$ cat config.mk
export PLATFORM = sky130hd
export DESIGN_NAME = word_stream_hash64_unit
export DESIGN_NICKNAME = d
export VERILOG_FILES = /design/src/design/wsh_pkg.sv /design/src/design/wsh_front.sv /design/src/design/wsh_queue.sv /design/src/design/wsh_mul64.sv /design/src/design/wsh_back.sv /design/src/design/word_stream_hash64_unit.sv
export SDC_FILE = /design/constraint.sdc
export NUM_CORES = 2
export LEC_CHECK = 0
export BUFFER_PORTS_ARGS = -buffer_cell sky130_fd_sc_hd__clkbuf_2
export CAP_MARGIN = 25
export CELL_PAD_IN_SITES_DETAIL_PLACEMENT = 1
export CELL_PAD_IN_SITES_GLOBAL_PLACEMENT = 1
export CORE_MARGIN = 2
export CORE_UTILIZATION = 46
export DETAILED_ROUTE_END_ITERATION = 8
export GPL_TIMING_DRIVEN = 0
export PLACE_DENSITY = 0.85
export SLEW_MARGIN = 30
export SYNTH_ARGS = -nofsm -noshare
export SYNTH_HDL_FRONTEND = slang
export SYNTH_SLANG_ARGS = --single-unit
$ cat constraint.sdc
create_clock -name clk -period 11.6 [get_ports clk]
set_input_delay 1.74 -clock clk [delete_from_list [all_inputs] [get_ports clk]]
set_output_delay 1.74 -clock clk [all_outputs]
set_load 0.03 [all_outputs]
$ cat src/design/wsh_pkg.sv
// shared types, constants and mixing helpers for the word stream hash block
// no dependencies
package wsh_pkg;

  localparam logic [63:0] PRIME_1 = 64'h9E3779B185EBCA87;
  localparam logic [63:0] PRIME_2 = 64'hC2B2AE3D27D4EB4F;
  localparam logic [63:0] PRIME_3 = 64'h165667B19E3779F9;

  localparam int SHIFT_A = 33;
  localparam int SHIFT_B = 29;
  localparam int SHIFT_C = 32;

  localparam int LEN_W        = 16;
  localparam int LEN_BITS_DEF = 16;
  localparam int WORDS_W      = 14;
  localparam int SHORT_MAX    = 8;
  localparam int MEDIUM_MAX   = 16;
  localparam int QUEUE_DEPTH  = 2;

  // what the back end has to do with an item
  typedef enum logic [1:0] {
    OP_HOLD,
    OP_LONG,
    OP_SMALL,
    OP_MEDIUM
  } op_t;

  typedef struct packed {
    op_t              op;
    logic             last;
    logic             fold_p1;
    logic [LEN_W-1:0] len;
    logic [63:0]      word;
  } wsh_entry_t;

  typedef enum logic [2:0] {
    BK_IDLE,
    BK_LENMUL,
    BK_AV1,
    BK_AV2,
    BK_FOLD
  } back_state_t;

  typedef struct packed {
    logic        start;
    logic [63:0] a;
    logic [63:0] b;
  } mul_req_t;

  typedef struct packed {
    logic        done;
    logic [63:0] p;
  } mul_rsp_t;

  function automatic logic [63:0] mix_a(input logic [63:0] v);
    return v ^ (v >> SHIFT_A);
  endfunction

  function automatic logic [63:0] mix_b(input logic [63:0] v);
    return v ^ (v >> SHIFT_B);
  endfunction

  function automatic logic [63:0] mix_c(input logic [63:0] v);
    return v ^ (v >> SHIFT_C);
  endfunction

endpackage

$ cat src/design/wsh_front.sv
// front end: masks the length, picks the path and prepares the word of an item
// depends on wsh_pkg
module wsh_front
  import wsh_pkg::*;
#(
  parameter int LEN_BITS = LEN_BITS_DEF
) (
  input  logic [63:0]      data_word,
  input  logic [LEN_W-1:0] msg_len,
  input  logic             last_word,
  output wsh_entry_t       entry
);

  logic [LEN_W-1:0] len_mask;
  logic [LEN_W-1:0] len;
  logic [63:0]      tail_mask;
  logic [2:0]       hi_shift;
  logic [63:0]      hi_word;
  logic [63:0]      seed;
  logic             is_long;
  logic             is_small;

  function automatic logic [63:0] byte_at(input logic [63:0] w, input logic [2:0] idx);
    logic [63:0] s;
    s = w >> {idx, 3'b000};
    return {56'd0, s[7:0]};
  endfunction

  always_comb begin
    for (int i = 0; i < LEN_W; i++) begin
      len_mask[i] = (i < LEN_BITS);
    end
    len = msg_len & len_mask;
    for (int b = 0; b < 8; b++) begin
      tail_mask[b*8 +: 8] = ({1'b0, 3'(b)} < {1'b0, len[2:0]}) ? 8'hFF : 8'h00;
    end
  end

  // seed of the short path
  always_comb begin
    hi_shift = 3'(len[3:0] - 4'd4);
    hi_word  = data_word >> {hi_shift, 3'b000};
    seed     = PRIME_1;
    if (len >= LEN_W'(4)) begin
      seed = PRIME_1 ^ {hi_word[31:0], data_word[31:0]};
    end else if (len != '0) begin
      seed = PRIME_1 ^ (byte_at(data_word, 3'd0) << 16)
                     ^ (byte_at(data_word, {1'b0, len[2:1]}) << 8)
                     ^ byte_at(data_word, 3'(len[2:0] - 3'd1));
    end
  end

  always_comb begin
    is_long  = len > LEN_W'(MEDIUM_MAX);
    is_small = len <= LEN_W'(SHORT_MAX);
    entry.len     = len;
    entry.last    = last_word;
    entry.fold_p1 = 1'b0;
    entry.word    = data_word;
    priority if (is_long) begin
      entry.op      = OP_LONG;
      entry.fold_p1 = last_word && (len[2:0] != 3'd0);
      if (entry.fold_p1) begin
        entry.word = data_word & tail_mask;
      end
    end else if (!last_word) begin
      entry.op = OP_HOLD;
    end else if (is_small) begin
      entry.op   = OP_SMALL;
      entry.word = seed;
    end else begin
      entry.op = OP_MEDIUM;
    end
  end

endmodule

$ cat src/design/wsh_queue.sv
// short item queue between the front and the back end
// depends on wsh_pkg
module wsh_queue
  import wsh_pkg::*;
(
  input  logic       clk,
  input  logic       rst,
  input  logic       push_valid,
  output logic       push_ready,
  input  wsh_entry_t push_entry,
  output logic       pop_valid,
  output wsh_entry_t pop_entry,
  input  logic       pop
);

  localparam int PTR_W = (QUEUE_DEPTH > 1) ? $clog2(QUEUE_DEPTH) : 1;
  localparam int CNT_W = $clog2(QUEUE_DEPTH + 1);

  wsh_entry_t       slots [QUEUE_DEPTH];
  logic [PTR_W-1:0] wr_ptr;
  logic [PTR_W-1:0] rd_ptr;
  logic [CNT_W-1:0] count;
  logic             do_push;
  logic             do_pop;

  assign push_ready = count != CNT_W'(QUEUE_DEPTH);
  assign pop_valid  = count != '0;
  assign pop_entry  = slots[rd_ptr];
  assign do_push    = push_valid && push_ready;
  assign do_pop     = pop && pop_valid;

  always_ff @(posedge clk) begin
    if (do_push) begin
      slots[wr_ptr] <= push_entry;
    end
  end

  always_ff @(posedge clk) begin
    if (rst) begin
      wr_ptr <= '0;
      rd_ptr <= '0;
      count  <= '0;
    end else begin
      if (do_push) begin
        wr_ptr <= (wr_ptr == PTR_W'(QUEUE_DEPTH - 1)) ? '0 : wr_ptr + 1'b1;
      end
      if (do_pop) begin
        rd_ptr <= (rd_ptr == PTR_W'(QUEUE_DEPTH - 1)) ? '0 : rd_ptr + 1'b1;
      end
      count <= count + CNT_W'(do_push) - CNT_W'(do_pop);
    end
  end

  a_count_bound: assert property (@(posedge clk) disable iff (rst)
    count <= CNT_W'(QUEUE_DEPTH))
    else $error("queue count past depth");

endmodule

$ cat src/design/wsh_mul64.sv
// 64x64 multiplier, low half of the product, one 32x32 multiplier used in turn for the partial products
// depends on wsh_pkg
module wsh_mul64
  import wsh_pkg::*;
(
  input  logic     clk,
  input  logic     rst,
  input  mul_req_t req,
  output mul_rsp_t rsp
);

  logic [63:0] a_r;
  logic [63:0] b_r;
  logic [63:0] acc;
  logic [1:0]  step;
  logic        busy;
  logic        done;
  logic [31:0] x;
  logic [31:0] y;
  logic [63:0] prod;

  // step 0: lo*lo, step 1: a_hi*b_lo, step 2: a_lo*b_hi (cross terms keep low halves)
  always_comb begin
    x    = (step == 2'd1) ? a_r[63:32] : a_r[31:0];
    y    = (step == 2'd2) ? b_r[63:32] : b_r[31:0];
    prod = 64'(x) * 64'(y);
  end

  always_ff @(posedge clk) begin
    if (req.start) begin
      a_r <= req.a;
      b_r <= req.b;
    end
    if (busy) begin
      if (step == 2'd0) begin
        acc <= prod;
      end else begin
        acc[63:32] <= acc[63:32] + prod[31:0];
      end
    end
  end

  always_ff @(posedge clk) begin
    if (rst) begin
      busy <= 1'b0;
      done <= 1'b0;
      step <= '0;
    end else begin
      done <= 1'b0;
      if (req.start) begin
        busy <= 1'b1;
        step <= '0;
      end else if (busy) begin
        step <= step + 2'd1;
        if (step == 2'd2) begin
          busy <= 1'b0;
          done <= 1'b1;
        end
      end
    end
  end

  assign rsp.done = done;
  assign rsp.p    = acc;

  a_start_free: assert property (@(posedge clk) disable iff (rst)
    req.start |-> !busy)
    else $error("multiplier started while busy");

  a_done_after_run: assert property (@(posedge clk) disable iff (rst)
    done |-> !busy && $past(busy))
    else $error("multiplier done without a run");

endmodule

$ cat src/design/wsh_back.sv
// back end: sequencer over the shared multiplier, hash state and result register
// depends on wsh_pkg, drives one wsh_mul64
module wsh_back
  import wsh_pkg::*;
(
  input  logic        clk,
  input  logic        rst,
  input  logic        q_valid,
  input  wsh_entry_t  q_head,
  output logic        q_pop,
  output mul_req_t    mul_req,
  input  mul_rsp_t    mul_rsp,
  output logic        hash_valid,
  input  logic        hash_ready,
  output logic [63:0] hash_value
);

  localparam logic [WORDS_W-1:0] WORDS_MAX = '1;

  back_state_t        state;
  back_state_t        state_next;
  wsh_entry_t         cur;
  logic [63:0]        hbase;
  logic               final_pass;
  logic [63:0]        running_hash;
  logic [63:0]        first_word_hold;
  logic [WORDS_W-1:0] words_seen;

  logic               take;
  logic               first;
  logic [63:0]        p;
  logic [63:0]        av_end;
  logic [63:0]        len_ext;
  logic [63:0]        w0;
  logic [63:0]        w1;
  logic [127:0]       pair;
  logic [4:0]         k;
  logic [63:0]        med_r;
  logic [63:0]        med_v;

  logic               st_step;
  logic               st_clear;
  logic [63:0]        st_word;
  logic               rh_load;
  logic               hb_load;
  logic [63:0]        hb_value;
  logic               fp_load;
  logic               fp_value;
  logic               out_load;

  assign take    = q_valid && (!q_head.last || !hash_valid);
  assign first   = words_seen == '0;
  assign p       = mul_rsp.p;
  assign av_end  = mix_c(p);
  assign len_ext = 64'(q_head.len);

  // medium path: bytes 0..7 and the last eight bytes
  always_comb begin
    w0    = first ? q_head.word : first_word_hold;
    w1    = first ? 64'd0 : q_head.word;
    k     = q_head.len[4:0] - 5'd8;
    pair  = {w1, w0} >> {k[3:0], 3'b000};
    med_r = pair[63:0];
    med_v = (w0 ^ PRIME_1) + (med_r ^ PRIME_2) + len_ext;
  end

  always_comb begin
    state_next = state;
    unique case (state)
      BK_IDLE: begin
        if (take) begin
          unique case (q_head.op)
            OP_HOLD:   state_next = BK_IDLE;
            OP_LONG:   state_next = first ? BK_LENMUL : BK_AV1;
            OP_SMALL:  state_next = BK_LENMUL;
            OP_MEDIUM: state_next = BK_AV1;
          endcase
        end
      end
      BK_LENMUL: if (mul_rsp.done) state_next = BK_AV1;
      BK_AV1:    if (mul_rsp.done) state_next = BK_AV2;
      BK_AV2:    if (mul_rsp.done) state_next = final_pass ? BK_IDLE : BK_FOLD;
      BK_FOLD:   if (mul_rsp.done) state_next = cur.last ? BK_AV1 : BK_IDLE;
      default:   state_next = BK_IDLE;
    endcase
  end

  always_comb begin
    q_pop    = 1'b0;
    mul_req  = '0;
    st_step  = 1'b0;
    st_clear = 1'b0;
    st_word  = cur.word;
    rh_load  = 1'b0;
    hb_load  = 1'b0;
    hb_value = running_hash;
    fp_load  = 1'b0;
    fp_value = 1'b0;
    out_load = 1'b0;
    unique case (state)
      BK_IDLE: begin
        if (take) begin
          q_pop = 1'b1;
          unique case (q_head.op)
            OP_HOLD: begin
              st_step = 1'b1;
              st_word = q_head.word;
            end
            OP_LONG: begin
              mul_req.start = 1'b1;
              if (first) begin
                mul_req.a = len_ext;
                mul_req.b = PRIME_1;
              end else begin
                hb_load   = 1'b1;
                fp_load   = 1'b1;
                mul_req.a = mix_a(q_head.word);
                mul_req.b = PRIME_2;
              end
            end
            OP_SMALL: begin
              mul_req.start = 1'b1;
              mul_req.a     = len_ext;
              mul_req.b     = PRIME_1;
            end
            OP_MEDIUM: begin
              mul_req.start = 1'b1;
              mul_req.a     = mix_a(med_v);
              mul_req.b     = PRIME_2;
              fp_load       = 1'b1;
              fp_value      = 1'b1;
            end
          endcase
        end
      end
      BK_LENMUL: begin
        if (mul_rsp.done) begin
          mul_req.start = 1'b1;
          mul_req.b     = PRIME_2;
          fp_load       = 1'b1;
          if (cur.op == OP_SMALL) begin
            mul_req.a = mix_a(cur.word ^ p);
            fp_value  = 1'b1;
          end else begin
            hb_load   = 1'b1;
            hb_value  = p;
            mul_req.a = mix_a(cur.word);
          end
        end
      end
      BK_AV1: begin
        if (mul_rsp.done) begin
          mul_req.start = 1'b1;
          mul_req.a     = mix_b(p);
          mul_req.b     = PRIME_3;
        end
      end
      BK_AV2: begin
        if (mul_rsp.done) begin
          if (final_pass) begin
            out_load = 1'b1;
            st_clear = 1'b1;
          end else begin
            mul_req.start = 1'b1;
            mul_req.a     = hbase ^ av_end;
            mul_req.b     = cur.fold_p1 ? PRIME_1 : PRIME_2;
          end
        end
      end
      BK_FOLD: begin
        if (mul_rsp.done) begin
          if (cur.last) begin
            mul_req.start = 1'b1;
            mul_req.a     = mix_a(p);
            mul_req.b     = PRIME_2;
            fp_load       = 1'b1;
            fp_value      = 1'b1;
          end else begin
            rh_load = 1'b1;
            st_step = 1'b1;
          end
        end
      end
      default: begin
      end
    endcase
  end

  always_ff @(posedge clk) begin
    if (q_pop) begin
      cur <= q_head;
    end
    if (hb_load) begin
      hbase <= hb_value;
    end
    if (out_load) begin
      hash_value <= av_end;
    end
  end

  always_ff @(posedge clk) begin
    if (rst) begin
      state           <= BK_IDLE;
      final_pass      <= 1'b0;
      hash_valid      <= 1'b0;
      running_hash    <= '0;
      first_word_hold <= '0;
      words_seen      <= '0;
    end else begin
      state <= state_next;
      if (fp_load) begin
        final_pass <= fp_value;
      end
      if (out_load) begin
        hash_valid <= 1'b1;
      end else if (hash_ready) begin
        hash_valid <= 1'b0;
      end
      if (rh_load) begin
        running_hash <= p;
      end
      if (st_step) begin
        if (first) begin
          first_word_hold <= st_word;
        end
        if (words_seen != WORDS_MAX) begin
          words_seen <= words_seen + 1'b1;
        end
      end
      if (st_clear) begin
        running_hash    <= '0;
        first_word_hold <= '0;
        words_seen      <= '0;
      end
    end
  end

  a_pop_idle: assert property (@(posedge clk) disable iff (rst)
    q_pop |-> state == BK_IDLE)
    else $error("item taken while busy");

  a_mul_start: assert property (@(posedge clk) disable iff (rst)
    mul_req.start |-> (state == BK_IDLE) || mul_rsp.done)
    else $error("multiplier started mid run");

  a_no_overwrite: assert property (@(posedge clk) disable iff (rst)
    out_load |-> !hash_valid)
    else $error("result overwrites a pending one");

  a_clear_after_result: assert property (@(posedge clk) disable iff (rst)
    out_load |=> words_seen == '0 && running_hash == '0)
    else $error("message state not cleared after result");

endmodule

$ cat src/design/word_stream_hash64_unit.sv
// top level of the streaming 64-bit word hash
// depends on wsh_pkg, wsh_front, wsh_queue, wsh_mul64, wsh_back
//
// channel   handshake               payload
// word      word_valid/word_ready   data_word[63:0], msg_len[15:0], last_word
// hash      hash_valid/hash_ready   hash_value[63:0]
//
// every multiply goes through one 64-bit multiplier built from a single
// 32x32 unit, used in turn for the partial products
// the first word of a long message and a short last word add a length*prime multiply
// rst clears control and hash state at once, no clearing pass
// a 2-entry queue takes items while the back end works; a last item waits
// in the queue while an earlier hash still sits untaken in the result register
module word_stream_hash64_unit
  import wsh_pkg::*;
#(
  parameter int LEN_BITS = LEN_BITS_DEF
) (
  input  logic             clk,
  input  logic             rst,
  input  logic             word_valid,
  output logic             word_ready,
  input  logic [63:0]      data_word,
  input  logic [LEN_W-1:0] msg_len,
  input  logic             last_word,
  output logic             hash_valid,
  input  logic             hash_ready,
  output logic [63:0]      hash_value
);

  // classified item on its way into the queue
  wsh_entry_t front_entry;
  // head of the queue seen by the back end
  wsh_entry_t head_entry;
  logic       head_valid;
  logic       head_pop;
  // shared multiplier
  mul_req_t   mul_req;
  mul_rsp_t   mul_rsp;

  // length masking, path choice, tail masking and short-path seed
  wsh_front #(
    .LEN_BITS (LEN_BITS)
  ) u_front (
    .data_word (data_word),
    .msg_len   (msg_len),
    .last_word (last_word),
    .entry     (front_entry)
  );

  // decouples input acceptance from the multiply sequence
  wsh_queue u_queue (
    .clk        (clk),
    .rst        (rst),
    .push_valid (word_valid),
    .push_ready (word_ready),
    .push_entry (front_entry),
    .pop_valid  (head_valid),
    .pop_entry  (head_entry),
    .pop        (head_pop)
  );

  // low 64 bits of a 64x64 product
  wsh_mul64 u_mul (
    .clk (clk),
    .rst (rst),
    .req (mul_req),
    .rsp (mul_rsp)
  );

  // avalanche, fold and result sequencing plus the per-message state
  wsh_back u_back (
    .clk        (clk),
    .rst        (rst),
    .q_valid    (head_valid),
    .q_head     (head_entry),
    .q_pop      (head_pop),
    .mul_req    (mul_req),
    .mul_rsp    (mul_rsp),
    .hash_valid (hash_valid),
    .hash_ready (hash_ready),
    .hash_value (hash_value)
  );

endmodule

==> impl_metrics.py <==
metrics = {
    "outcome": {
        "outcome": "finished, final reports clean",
    },
    "yosys": {
        "synth_top_area_share_pct": 24.5,
        "syn_avg_cell_area_um2": 9.29,
        "synth_ff_type": "edfxtp_1",
        "synth_area_mm2": 0.0745,
        "syn_inst": 8019,
        "synthTopCellsByArea": "fa_1 (25%), edfxtp_1 (20%), ha_1 (7.0%)",
        "yosysWarnings": 0,
        "synthArstFlopShare_pct": 0,
        "yosysSeqAreaShare_pct": 24.3,
        "synth_area_leader_cell": "fa_1",
        "synth_cell_types": 82,
        "synthesis.nets": 9432,
        "synth_seq_cells": 655,
        "synth_edf_count": 499,
    },
    "timing": {
        "drv_slew": 0,
        "max_freq_ghz": 0.0870,
        "rsz0062_at_grt": "no",
        "hold_viol": 0,
        "finalSetupViolCount": 0,
        "tightest_slew_ns": 1.21,
        "fin_crit_sh_pct": 99.1,
        "min_period_ns": 11.49,
        "tns_ns": 0,
        "hold_ws_ns": 0.459,
        "skew_ns": 0.0595,
        "slew_headroom_pct": 18.5,
    },
    "place": {
        "dp_hpwl_um": 357000,
        "io_buffers": 150,
        "gp_congestion": 1.12,
    },
    "clock_network": {
        "cts_tree": "built",
        "clkSlewWorstSetupHoldPaths_ns": 0.06,
        "holdBufCountCts": 0,
        "clk_path_buf_depth": 3,
        "cts_root_buf": "clkbuf_16",
        "h-tree-depth": 3,
        "cts.sinks": 655,
        "cts-buffers-inserted": 76,
        "clock_latency_ns": 0.74,
    },
    "critical_path": {
        "worst-setup-path-type": "flop to flop",
        "cp_slowest_stage_delay_ns": 0.84,
        "cp.required_ns": 12.04,
        "crit_buf_inv": 5,
        "path_delay_family": "adder cells",
        "cpMostUsedCell": "fa_1",
        "end_kind": "flop",
        "worstPathArrival_ns": 11.93,
        "startpoint_type": "flop",
        "cp_max_fo": 10,
        "cp_slowest_cell": "clkbuf_1",
    },
    "global_route": {
        "use_met3_pct": 23.3,
        "grt_busiest_layer": "met2",
        "grt_pass1_vias": 71300,
        "grt_usage_pct": 51.9,
        "overflow": 0,
        "grt_pass1_wl_um": 585000,
        "grt_max_degree": 50,
        "grt_use_met1_pct": 64.6,
        "grtUsageMet2_pct": 71.3,
        "antenna_found_initial": 55,
    },
    "floorplanning": {
        "core_mm2": 0.161,
        "die_y_um": 406,
        "fp-row-count": 147,
        "pin_count": 151,
        "fp.dieW_um": 406,
        "start_util_pct": 46.3,
        "die_area_mm2": 0.165,
    },
    "finish": {
        "syn_to_final_growth_pct": 10.4,
        "regArea_mm2": 0.0181,
        "nNetsFinal": 9711,
        "final_common_cell": "inv_1",
        "final_cell_mix": "inv_1 (1093), fa_1 (913), nand2_1 (885)",
        "multi_input_area_mm2": 0.0513,
        "drive_above_1_share_pct": 9.27,
        "nFillCells": 18500,
    },
    "drt": {
        "wl_um": 432000,
        "drtIter0Drc": 10600,
        "wire_per_inst_um": 40.9,
        "ant_nets": 0,
        "drc": 0,
        "num_vias": 71100,
        "drt_first_pass_iters": 7,
        "vias_per_cell": 6.75,
    },
    "hold_path": {
        "hp-class": "flop to flop",
    },
    "run": {
        "maxCapViolCount": 0,
    },
}
[path summary, 6_finish.rpt]
path / start / endpoint / slack, ns / depth (start not counted)
max reg2reg: u_mul.step[0] / u_mul.acc[60] / 0.11 / 31
min reg2reg: u_back.running_hash[55] / u_back.running_hash[55] / 0.46 / 2
max: u_mul.step[0] / u_mul.acc[60] / 0.11 / 31
min: u_back.running_hash[55] / u_back.running_hash[55] / 0.46 / 2
[layer usage]
metal  part of all wire (%)  vias up
met5                   0.14        -
met4                    8.8       58
met3                     15     1521
met2                     40     5855
met1                     36    36200
li1                       -    27500
[what timing repair did]
action,in CTS,in global routing
endpoints found under the setup margin,17,7
buffers inserted,0,1
gates resized for setup,69,77
[final cells by class]
class                      instances  area share (%)
clock inverter                    39           0.590
timing repair buffer             204            1.73
antenna                           22          0.0669
buffer                           464            2.32
tap                             2160            3.29
clock buffer                     103            2.60
inverter                        1103            5.04
multi-input combinational       5794            62.3
sequential                       655            22.0
[flip-flops by register name, indices dropped and copies added (netlist names), 2 cells and up, named ones only]
register / flops
u_queue.slots: 168
u_back.cur: 68
u_back.first_word_hold: 64
u_back.hash_value: 64
u_back.hbase: 64
u_back.running_hash: 64
u_mul.a_r: 64
u_mul.acc: 64
u_back.words_seen: 14
u_mul.b_r: 7
u_back.state: 3
u_mul.step: 2
u_queue.count: 2
[worst register-to-register path: cells and delay by family (launching register included)]
| kind | cells | cell delay (ns) |
|---|---|---|
| buffers and inverters | 5 | 1.44 |
| multiplexers | 1 | 0.34 |
| adder cells (fa/ha/maj) | 11 | 5.55 |
| XOR/XNOR | 1 | 0.23 |
| flip-flops | 1 | 0.41 |
| AO/OA/AOI/OAI | 11 | 2.75 |
| AND/OR/NAND/NOR | 2 | 0.52 |
[through the flow]
| step | utilization [%] | instance area (µm²) | setup slack, ns | instances |
|---|---|---|---|---|
| 4_1_cts | 50.9 | 81900 | 0.0104 | 10500 |
| 3_5_place_dp | 49.2 | 79100 | -1.10 | 10400 |
| 5_1_grt | 51.1 | 82200 | 0.00582 | 10500 |
| 6_report | 51.2 | 82300 | 0.108 | 10500 |
| 2_1_floorplan | - | 74500 | 1.39 | 8019 |
| 3_3_place_gp | 48.5 | 77900 | -0.877 | 10300 |
[synth_stat cells (46+ instances only)]
cell	count
inv_1	1096
a21oi_1	534
mux4_2	51
nand3_1	72
nor3_1	54
a211oi_1	101
a21o_1	108
buf_1	57
ha_1	415
fa_1	913
nand2_1	890
dfxtp_1	156
mux2i_1	190
clkbuf_1	405
edfxtp_1	499
nor2_1	792
xor2_1	160
xnor2_1	238
o22ai_1	67
and2_1	46
a221oi_1	56
o211ai_1	71
mux2_2	121
o21ai_0	361
[cells by family after synthesis]
logic type | count (synthesis) | share of synthesized area, %
buffers and inverters | 1570 | 7.94
AND/OR/NAND/NOR | 2054 | 11.5
flip-flops | 655 | 24.3
XOR/XNOR | 401 | 4.77
AO/OA/AOI/OAI | 1643 | 14.0
adder cells (fa/ha/maj) | 1328 | 31.5
multiplexers | 368 | 6.05
Power is not shown: default switching activity piles up to over one toggle a cycle in this logic, so the estimate is an artifact.
